==> src/design/sorted_priority_queue_macros.svh <==
// ----------------------------------------------------------------------------
// sorted_priority_queue_macros - assertion macros
// Shorthand for clocked assertions that are disabled while reset is active.
// ----------------------------------------------------------------------------
`ifndef SORTED_PRIORITY_QUEUE_MACROS_SVH
`define SORTED_PRIORITY_QUEUE_MACROS_SVH

// consequent checked in the same cycle as the antecedent
`define SPQ_ASSERT_NOW(label, ante, cons, msg) \
  label: assert property (@(posedge clk) disable iff (!rst_n) (ante) |-> (cons)) \
    else $error(msg);

// consequent checked in the cycle after the antecedent
`define SPQ_ASSERT_NEXT(label, ante, cons, msg) \
  label: assert property (@(posedge clk) disable iff (!rst_n) (ante) |=> (cons)) \
    else $error(msg);

`endif

==> src/design/spq_pkg.sv <==
// ----------------------------------------------------------------------------
// spq_pkg - shared types for the sorted priority queue
// Operation codes, entry layout and the structs passed along the cell row.
// ----------------------------------------------------------------------------
package spq_pkg;

  localparam int VERTEX_W = 12;
  localparam int KEY_W    = 32;

  typedef enum logic {
    OP_INSERT = 1'b0,
    OP_REMOVE = 1'b1
  } spq_op_t;

  typedef struct packed {
    logic [VERTEX_W-1:0] vertex;
    logic [KEY_W-1:0]    key;
  } spq_entry_t;

  // broadcast to every cell
  typedef struct packed {
    logic       ins;
    logic       rem;
    spq_entry_t entry;
  } spq_cmd_t;

  // what a cell shows its neighbors
  typedef struct packed {
    logic       valid;
    logic       stay;
    spq_entry_t entry;
  } spq_link_t;

endpackage

==> src/design/spq_if.sv <==
// ----------------------------------------------------------------------------
// spq_if - channel interfaces of the sorted priority queue
// Valid/ready channels for queue operations and for their results.
// ----------------------------------------------------------------------------
interface spq_in_if
  import spq_pkg::*;
  ();
  logic                valid;
  logic                ready;
  spq_op_t             op;
  logic [VERTEX_W-1:0] vertex_id;
  logic [KEY_W-1:0]    distance_key;

  modport source (output valid, op, vertex_id, distance_key, input ready);
  modport sink   (input valid, op, vertex_id, distance_key, output ready);
endinterface

interface spq_out_if
  import spq_pkg::*;
  ();
  logic                valid;
  logic                ready;
  logic                out_valid;
  logic [VERTEX_W-1:0] out_vertex;
  logic [KEY_W-1:0]    out_distance;
  logic                is_empty;
  logic                dropped;

  modport source (output valid, out_valid, out_vertex, out_distance, is_empty, dropped,
                  input ready);
  modport sink   (input valid, out_valid, out_vertex, out_distance, is_empty, dropped,
                  output ready);
endinterface

==> src/design/spq_cell.sv <==
// ----------------------------------------------------------------------------
// spq_cell - one slot of the systolic sorted queue
// Keeps its entry, takes the new entry, or takes a neighbor's entry.
// ----------------------------------------------------------------------------
module spq_cell
  import spq_pkg::*;
(
  input  logic      clk,
  input  logic      rst_n,
  input  spq_cmd_t  cmd_i,
  input  logic      tie_i,
  input  spq_link_t left_i,
  input  spq_link_t right_i,
  output spq_link_t link_o
);

  logic       valid_r, valid_nxt;
  spq_entry_t entry_r, entry_nxt;
  logic       stay;

  // sorted row: stay bits form a run from the front
  assign stay = (valid_r && (entry_r.key < cmd_i.entry.key)) || tie_i;

  always_comb begin
    valid_nxt = valid_r;
    entry_nxt = entry_r;
    if (cmd_i.ins && !stay) begin
      if (left_i.stay) begin
        valid_nxt = 1'b1;
        entry_nxt = cmd_i.entry;
      end else begin
        valid_nxt = left_i.valid;
        entry_nxt = left_i.entry;
      end
    end else if (cmd_i.rem) begin
      valid_nxt = right_i.valid;
      entry_nxt = right_i.entry;
    end
  end

  always_ff @(posedge clk) begin
    if (!rst_n) begin
      valid_r <= 1'b0;
    end else begin
      valid_r <= valid_nxt;
    end
  end

  always_ff @(posedge clk) begin
    entry_r <= entry_nxt;
  end

  assign link_o = '{valid: valid_r, stay: stay, entry: entry_r};

endmodule

==> src/design/sorted_priority_queue.sv <==
// ----------------------------------------------------------------------------
// sorted_priority_queue - min-priority queue on a row of sorted cells
// Inserts land in key order; removes pop the front slot.
// ----------------------------------------------------------------------------
// channel  dir  fields
// in_if    in   op, vertex_id, distance_key
// out_if   out  out_valid, out_vertex, out_distance, is_empty, dropped
//
// one operation per cycle while in_if is ready: every cell compares its
// key with the new key and shifts in the same cycle, so the row update
// sets the rate; each transfer on in_if yields one result on out_if in the
// next cycle; a registered result stage lets in_if take a transfer
// whenever out_ready is high or the result stage is empty
// reset clears every cell's valid bit; stored keys need no clearing
`include "sorted_priority_queue_macros.svh"

module sorted_priority_queue
  import spq_pkg::*;
#(
  parameter int QUEUE_DEPTH = 16
) (
  input  logic clk,
  input  logic rst_n,
  spq_in_if.sink    in_if,
  spq_out_if.source out_if
);

  localparam spq_link_t EDGE_LINK = '{valid: 1'b0, stay: 1'b0, entry: '0};
  localparam spq_link_t FRONT_LINK = '{valid: 1'b0, stay: 1'b1, entry: '0};

  spq_link_t            link [QUEUE_DEPTH];
  logic [QUEUE_DEPTH-1:0] vld_vec;
  spq_cmd_t             cmd;
  logic                 accept, is_ins, full, empty, head_tie;

  logic                 res_valid_r, res_valid_nxt;
  logic                 res_out_valid_r, res_empty_r, res_dropped_r;
  spq_entry_t           res_entry_r;

  assign accept = in_if.valid && in_if.ready;
  assign is_ins = (in_if.op == OP_INSERT);
  assign full   = link[QUEUE_DEPTH-1].valid;
  assign empty  = !link[0].valid;

  assign cmd.ins          = accept && is_ins && !full;
  assign cmd.rem          = accept && !is_ins && !empty;
  assign cmd.entry.vertex = in_if.vertex_id;
  assign cmd.entry.key    = in_if.distance_key;

  // equal key at the head: new entry goes right behind it
  assign head_tie = link[0].valid && (link[0].entry.key == in_if.distance_key);

  for (genvar i = 0; i < QUEUE_DEPTH; i++) begin : g_cell
    spq_link_t left_link, right_link;
    logic      tie;
    if (i == 0) begin : g_front
      assign left_link = FRONT_LINK;
      assign tie       = head_tie;
    end else begin : g_mid
      assign left_link = link[i-1];
      assign tie       = 1'b0;
    end
    if (i == QUEUE_DEPTH-1) begin : g_back
      assign right_link = EDGE_LINK;
    end else begin : g_inner
      assign right_link = link[i+1];
    end
    spq_cell u_cell (
      .clk     (clk),
      .rst_n   (rst_n),
      .cmd_i   (cmd),
      .tie_i   (tie),
      .left_i  (left_link),
      .right_i (right_link),
      .link_o  (link[i])
    );
    assign vld_vec[i] = link[i].valid;
  end

  assign in_if.ready = !res_valid_r || out_if.ready;

  always_comb begin
    res_valid_nxt = res_valid_r;
    if (accept) begin
      res_valid_nxt = 1'b1;
    end else if (out_if.ready) begin
      res_valid_nxt = 1'b0;
    end
  end

  always_ff @(posedge clk) begin
    if (!rst_n) begin
      res_valid_r <= 1'b0;
    end else begin
      res_valid_r <= res_valid_nxt;
    end
  end

  always_ff @(posedge clk) begin
    if (accept) begin
      res_out_valid_r <= cmd.rem;
      res_entry_r     <= cmd.rem ? link[0].entry : '0;
      res_dropped_r   <= is_ins && full;
      if (cmd.ins) begin
        res_empty_r <= 1'b0;
      end else if (cmd.rem) begin
        res_empty_r <= !link[1].valid;
      end else begin
        res_empty_r <= empty;
      end
    end
  end

  assign out_if.valid        = res_valid_r;
  assign out_if.out_valid    = res_out_valid_r;
  assign out_if.out_vertex   = res_entry_r.vertex;
  assign out_if.out_distance = res_entry_r.key;
  assign out_if.is_empty     = res_empty_r;
  assign out_if.dropped      = res_dropped_r;

  // occupied slots always form a run from the front
  `SPQ_ASSERT_NOW(a_packed_front, 1'b1, ((vld_vec >> 1) & ~vld_vec) == '0, "hole in queue")
  `SPQ_ASSERT_NEXT(a_drop_holds, accept && is_ins && full,
                   vld_vec == $past(vld_vec), "dropped insert changed queue")
  `SPQ_ASSERT_NEXT(a_ins_grows, cmd.ins,
                   $countones(vld_vec) == $countones($past(vld_vec)) + 1,
                   "insert did not add one entry")
  `SPQ_ASSERT_NEXT(a_rem_shrinks, cmd.rem,
                   $countones(vld_vec) + 1 == $countones($past(vld_vec)),
                   "remove did not take one entry")

endmodule
==> src/flat_wrapper.sv <==
// flat-port wrapper written by rule: the top's interface ports become plain ports
module sorted_priority_queue_flat import spq_pkg::*;
#(
  parameter int QUEUE_DEPTH = 16
)
  (clk, rst_n, in_if_valid, in_if_op, in_if_vertex_id, in_if_distance_key, in_if_ready, out_if_valid, out_if_out_valid, out_if_out_vertex, out_if_out_distance, out_if_is_empty, out_if_dropped, out_if_ready);
  spq_in_if in_if_i ();
  spq_out_if out_if_i ();
  input  logic clk;
  input  logic rst_n;
  input wire logic [$bits(in_if_i.valid)-1:0] in_if_valid;
  input wire logic [$bits(in_if_i.op)-1:0] in_if_op;
  input wire logic [$bits(in_if_i.vertex_id)-1:0] in_if_vertex_id;
  input wire logic [$bits(in_if_i.distance_key)-1:0] in_if_distance_key;
  output wire logic [$bits(in_if_i.ready)-1:0] in_if_ready;
  output wire logic [$bits(out_if_i.valid)-1:0] out_if_valid;
  output wire logic [$bits(out_if_i.out_valid)-1:0] out_if_out_valid;
  output wire logic [$bits(out_if_i.out_vertex)-1:0] out_if_out_vertex;
  output wire logic [$bits(out_if_i.out_distance)-1:0] out_if_out_distance;
  output wire logic [$bits(out_if_i.is_empty)-1:0] out_if_is_empty;
  output wire logic [$bits(out_if_i.dropped)-1:0] out_if_dropped;
  input wire logic [$bits(out_if_i.ready)-1:0] out_if_ready;
  assign in_if_i.valid = in_if_valid;
  assign in_if_i.op = in_if_op;
  assign in_if_i.vertex_id = in_if_vertex_id;
  assign in_if_i.distance_key = in_if_distance_key;
  assign in_if_ready = in_if_i.ready;
  assign out_if_valid = out_if_i.valid;
  assign out_if_out_valid = out_if_i.out_valid;
  assign out_if_out_vertex = out_if_i.out_vertex;
  assign out_if_out_distance = out_if_i.out_distance;
  assign out_if_is_empty = out_if_i.is_empty;
  assign out_if_dropped = out_if_i.dropped;
  assign out_if_i.ready = out_if_ready;
  sorted_priority_queue #(.QUEUE_DEPTH(QUEUE_DEPTH)) u_core (.clk(clk), .rst_n(rst_n), .in_if(in_if_i), .out_if(out_if_i));
endmodule
==> config.mk <==
export PLATFORM = sky130hd
export DESIGN_NAME = sorted_priority_queue_flat
export DESIGN_NICKNAME = d
export VERILOG_FILES = /design/src/design/spq_pkg.sv /design/src/design/spq_if.sv /design/src/design/spq_cell.sv /design/src/design/sorted_priority_queue.sv /design/src/flat_wrapper.sv
export VERILOG_INCLUDE_DIRS = /design/src /design/src/design
export SDC_FILE = /design/constraint.sdc
export NUM_CORES = 2
export LEC_CHECK = 0
export ABC_AREA = 1
export ABC_CLOCK_PERIOD_IN_PS = 4700
export BUFFER_PORTS_ARGS = -buffer_cell sky130_fd_sc_hd__buf_2
export CAP_MARGIN = 5
export CORE_ASPECT_RATIO = 0.75
export CORE_UTILIZATION = 55
export DETAILED_ROUTE_END_ITERATION = 10
export PLACE_DENSITY = 0.82
export REMOVE_ABC_BUFFERS = 1
export SYNTH_ARGS = -nofsm -noshare
export SYNTH_HDL_FRONTEND = slang
export SYNTH_SLANG_ARGS = --single-unit
==> constraint.sdc <==
create_clock -name clk -period 4.7 [get_ports clk]
set_clock_uncertainty 0.1 [all_clocks]
set_input_delay 0 -clock clk [delete_from_list [all_inputs] [get_ports clk]]
set_output_delay 0 -clock clk [all_outputs]
set_load 0.01 [all_outputs]
After elaboration in Yosys (flattened, before gate mapping)

Index checks and enable logic that the tools add are counted.

Word-level logic and storage cells: 247
Bits in registers: 768
Output and inout bits: 49

Bitwise gates (word level): 1
$lt $le $gt $ge: 16
Equality and inequality tests: 1
Mux-type cells: 97
Reduce and logical (&&, ||, !) cells: 78

Operators with widths:

| kind                | count |
|---|---|
| $mux W44            | 47 |
| $lt A32 B32 Y1      | 16 |
| $mux W1             | 50 |
| $logic_and A1 B1 Y1 | 39 |
| $reduce_bool A2 Y1  | 17 |
| $eq A32 B32 Y1      | 1 |
| $logic_not A1 Y1    | 20 |
| $logic_or A1 B1 Y1  | 2 |
| $not A1 Y1          | 1 |

Longest topological paths before layout

Depth after elaboration: 7
Depth in mapped cells: 19

Hierarchy

Synthesis repeated with hierarchy kept, for this count alone.

Cells, all modules: 6419
Area, all modules: 53766.6 um2

By module, submodules not included:

| module                | sequential area each (um2) | instances | area an instance (um2) | cells each |
|---|---|---|---|---|
| spq_cell              | 1341.3                     | 16        | 3188.1                 | 384 |
| sorted_priority_queue | 1431.4                     | 1         | 2757.6                 | 275 |

Worst setup path after synthesis

Ideal clock, no wire load.

Path kind: input port to flip-flop
Start point: input port in_if_distance_key[31]
End point: register u_core.g_cell[1].u_cell.entry_r (netlist bit u_core.g_cell[1].u_cell.link_o[0]), enable pin
Data arrival time: 3076 ps
Stages on the path: 13
Setup time: 402 ps
Path slack: 1122 ps
Path through: inv_1 -> clkbuf_1 -> ha_1 -> nand2_1 -> nor2_1 -> nor3b_1 -> and3_1 -> nand2_1 -> nand2_2 -> nand2_1 -> buf_2 -> buf_2 -> nand2_1

Cells in the longest elaborated chain, start to end: 5

Ends and longest elaborated chain:

| item                                | RTL line           | source |
|---|---|---|
| from (decl)                         | flat_wrapper.sv:14 | `input wire logic [$bits(in_if_i.distance_key)-1:0] in_if_distance_key;` |
| $lt A32 B32 Y1                      | spq_cell.sv:22     | `assign stay = (valid_r && (entry_r.key < cmd_i.entry.key)) \|\| tie_i;` |
| $logic_and A1 B1 Y1                 | spq_cell.sv:22     |  |
| $logic_not A1 Y1                    | spq_cell.sv:27     | `if (cmd_i.ins && !stay) begin` |
| $logic_and A1 B1 Y1                 | spq_cell.sv:27     |  |
| $reduce_bool A2 Y1 (no source line) | -                  |  |
| to (signal assigned)                | spq_cell.sv:50     | `entry_r <= entry_nxt;` |
| to (decl)                           | spq_cell.sv:18     | `spq_entry_t entry_r, entry_nxt;` |

Every way passes these cells.
A chain may end at the register's enable or synchronous reset.

==> out/qor.csv <==
stage;metric;value;unit
worst_setup_path;crit_fanout;44;
routing;route.detailed.drc;0;
synthesis;synth_fa_ha_area_share;11.8;%
clock_network;clock_sinks;768;
sta;relSlewSlack;21.5;%
worst_setup_path;crit_path_end_kind;register;
routing;first_pass_iters;6;
clock_network;cts_root_buf;clkbuf_16;
synthesis;synth_top_family_by_area;simple AND/OR/NAND/NOR gates;
sta;finalCritPeriodShare;88.5;%
worst_setup_path;crit_required;4.99;ns
layout;antenna-diode-count;0;
placement;placedCellCount;7173;
layout;seq_area;22900;um2
global_route;antenna_found_initial;1;
layout;area_growth_syn_to_layout;8.84;%
floorplan;die_h;262;um
placement;gp_congestion;0.872;
worst_setup_path;worstSetupStartpointType;primary input;
layout;instances_no_fill;7364;
synthesis;netlist_instances;6105;
global_route;grt_pass1_wl;208;mm
synthesis;synth_ff_type;edfxtp_1;
sta;worstMarginPinSlew;1.17;ns
sta;finalHoldViolCount;0;
clock_network;clk_path_buf_depth;3;
clock_network;post_cts_buffers;0;
synthesis;synth-xor-area-share;0;%
routing;avgRoutedWirePerCell;17.3;um
synthesis;synth-seq-area-share;46.2;%
floorplan;io_pins;98;
synthesis;synth_mux_area_share;0;%
synthesis;synth.area.top_cells;edfxtp_1 46%, nand2_1 20%, ha_1 12%, o21ai_0 7.2%, a21oi_1 3.0%;
clock_network;htreeDepth;3;
clock_network;cts_tree;built;
global_route;grt_pass1_vias;41900;
global_route;grt_max_degree;90;
worst_setup_path;crit_arrival;4.45;ns
sta;fin_crit;4.16;ns
min_path;hold_class;in2reg;
floorplan;start_util;56.0;%
clock_network;worstSkewPairLatency;0.65;ns
synthesis;syn-cell-area;49500;um2
routing;wl;128;mm
floorplan;design.die.area;91300;um2
global_route;grt_overflow_total;0;
synthesis;synth_common_cells;2,609 x nand2_1, 751 x edfxtp_1, 715 x o21ai_0;
synthesis;ys_async_sr_fraction;0;%
synthesis;yosysUniqueCellTypes;38;
synthesis;ys_seq_elements;768;
sta;grt_setup_unrepaired;false;
run;cap_viol_max_count;0;
routing;detail-route-antenna-nets;0;
synthesis;synthMostInstantiatedCell;nand2_1;
placement;hpwl;90.4;mm
synthesis;yosys_warnings;0;
worst_setup_path;worstSetupPathType;in2reg;
synthesis;synth-compound-area-share;11.1;%
global_route;track_usage;27.5;%
floorplan;die_width;349;um
power_and_ir_drop;power_density;336;nW/um2
layout;multiInputGateArea;24000;um2
routing;drt-initial-drc-count;4304;
clock_network;cts_made_buffers;79;
clock_network;hold_buffers;48;
floorplan;fp-row-count;94;
layout;nNetsFinal;6617;
synthesis;synth_edf_count;751;
layout;n_fill_cell;7566;
power_and_ir_drop;cellLeakagePower;25.0;nW
sta;max_freq;0.240;GHz
sta;setup_violations;0;
routing;vias_per_cell;5.88;
synthesis;synth-simple-area-share;25.5;%
power_and_ir_drop;power;18.1;mW
outcome;outcome;completed;
sta;maxSlewViolCount;0;
placement;portBuffers;97;
layout;drive_gt1_share;6.28;%
floorplan;core_area;88400;um2
clock_network;cts_resized;0;
routing;vias;43300;
synthesis;synth_top_area_share;45.5;%
clock_network;cts.clk_slew.worst_paths;0.06;ns
power_and_ir_drop;peakVddDrop;0.000277;V
synthesis;synth_area_per_cell;8.11;um2
synthesis;synth_top_cell_by_area;edfxtp_1;
final cells by class:
cell class	count	share of cell area, %
clock buffer	105	4.16
timing repair buffer	270	3.70
clock inverter	38	0.594
multi-input combinational	4729	44.5
sequential	768	42.5
inverter	254	1.77
tap	1200	2.79
state kept, by name, summed over array words and instances, names as in the netlist:
signal / cells
u_core.g_cell.u_cell.link_o: 704
u_core.g_cell.u_cell.valid_r: 16
u_core.out_if.dropped: 1
u_core.out_if.is_empty: 1
u_core.out_if.out_distance: 32
u_core.out_if.out_valid: 1
u_core.out_if.out_vertex: 12
u_core.out_if.valid: 1
logic make-up (layout without fill, tap and decap cells):
logic type / after synthesis / after routing
AO/OA/AOI/OAI: 1082 / 1082
adder cells (fa/ha/maj): 466 / 466
buffers and inverters: 608 / 667
flip-flops: 768 / 768
AND/OR/NAND/NOR: 3181 / 3181
where the power goes:
group,switching [mW],internal (mW),total (mW)
Combinational,2.10,1.05,3.15
Sequential,0.338,8.21,8.55
Clock,2.79,3.63,6.42
Total,5.23,12.9,18.1
worst paths after layout:
check / from / to / slack [ns] / depth (start not counted)
setup reg to reg: u_core.g_cell[0].u_cell.link_o[31] / u_core.g_cell[1].u_cell.link_o[33] / 0.73 / 11
setup / recovery: in_if_distance_key[30] / u_core.g_cell[1].u_cell.link_o[33] / 0.54 / 15
hold / removal: in_if_valid / u_core.out_if.out_valid / 0.03 / 4
hold reg to reg: u_core.g_cell[1].u_cell.valid_r / u_core.g_cell[1].u_cell.valid_r / 0.40 / 2
cell usage in the layout, fill, tap and decap left out, types with 48 or more instances in the layout:
cell	netlist	final
clkbuf_16	0	85
o21ai_0	715	715
edfxtp_1	751	751
a21oi_1	301	301
nand2_1	2609	2590
buf_4	31	118
nand3_1	300	300
buf_2	157	97
dlygate4sd3_1	0	48
inv_1	243	240
ha_1	466	466
nor2_1	169	169
critical path, cell delays in order:
cell           delay [ns]
dlygate4sd3_1        0.54
buf_2                0.13
inv_1                0.34
buf_4                0.35
ha_1                 0.18
nand2_1              0.07
nor2_1               0.16
nand2_1              0.15
nor4_2               0.74
nand4_2              0.72
nand2_2              0.22
buf_4                0.50
nand2_1              0.10
nand3_1              0.10
nand2_1              0.08
routing by layer:
metal | track usage [%] | routed length (um)
met5 | 0 | 10
met4 | 7.46 | 2780
met3 | 3.00 | 8660
met2 | 46.1 | 60100
met1 | 38.1 | 56000
stage by stage:
stage                     hold WS, ns  TNS (ns)  util (%)  instance area (um2)  setup WS (ns)
after floorplan                0.0268  -3325.74         -                47800          -3.07
after global placement          0.198         0      57.5                50900          0.783
after detailed placement        0.217         0      57.5                50900          0.678
after CTS                      0.0173         0      60.9                53900          0.748
after global routing           0.0520         0      60.9                53900          0.337
final                          0.0322         0      60.9                53900          0.539
Power figures use the tool's default switching activity.
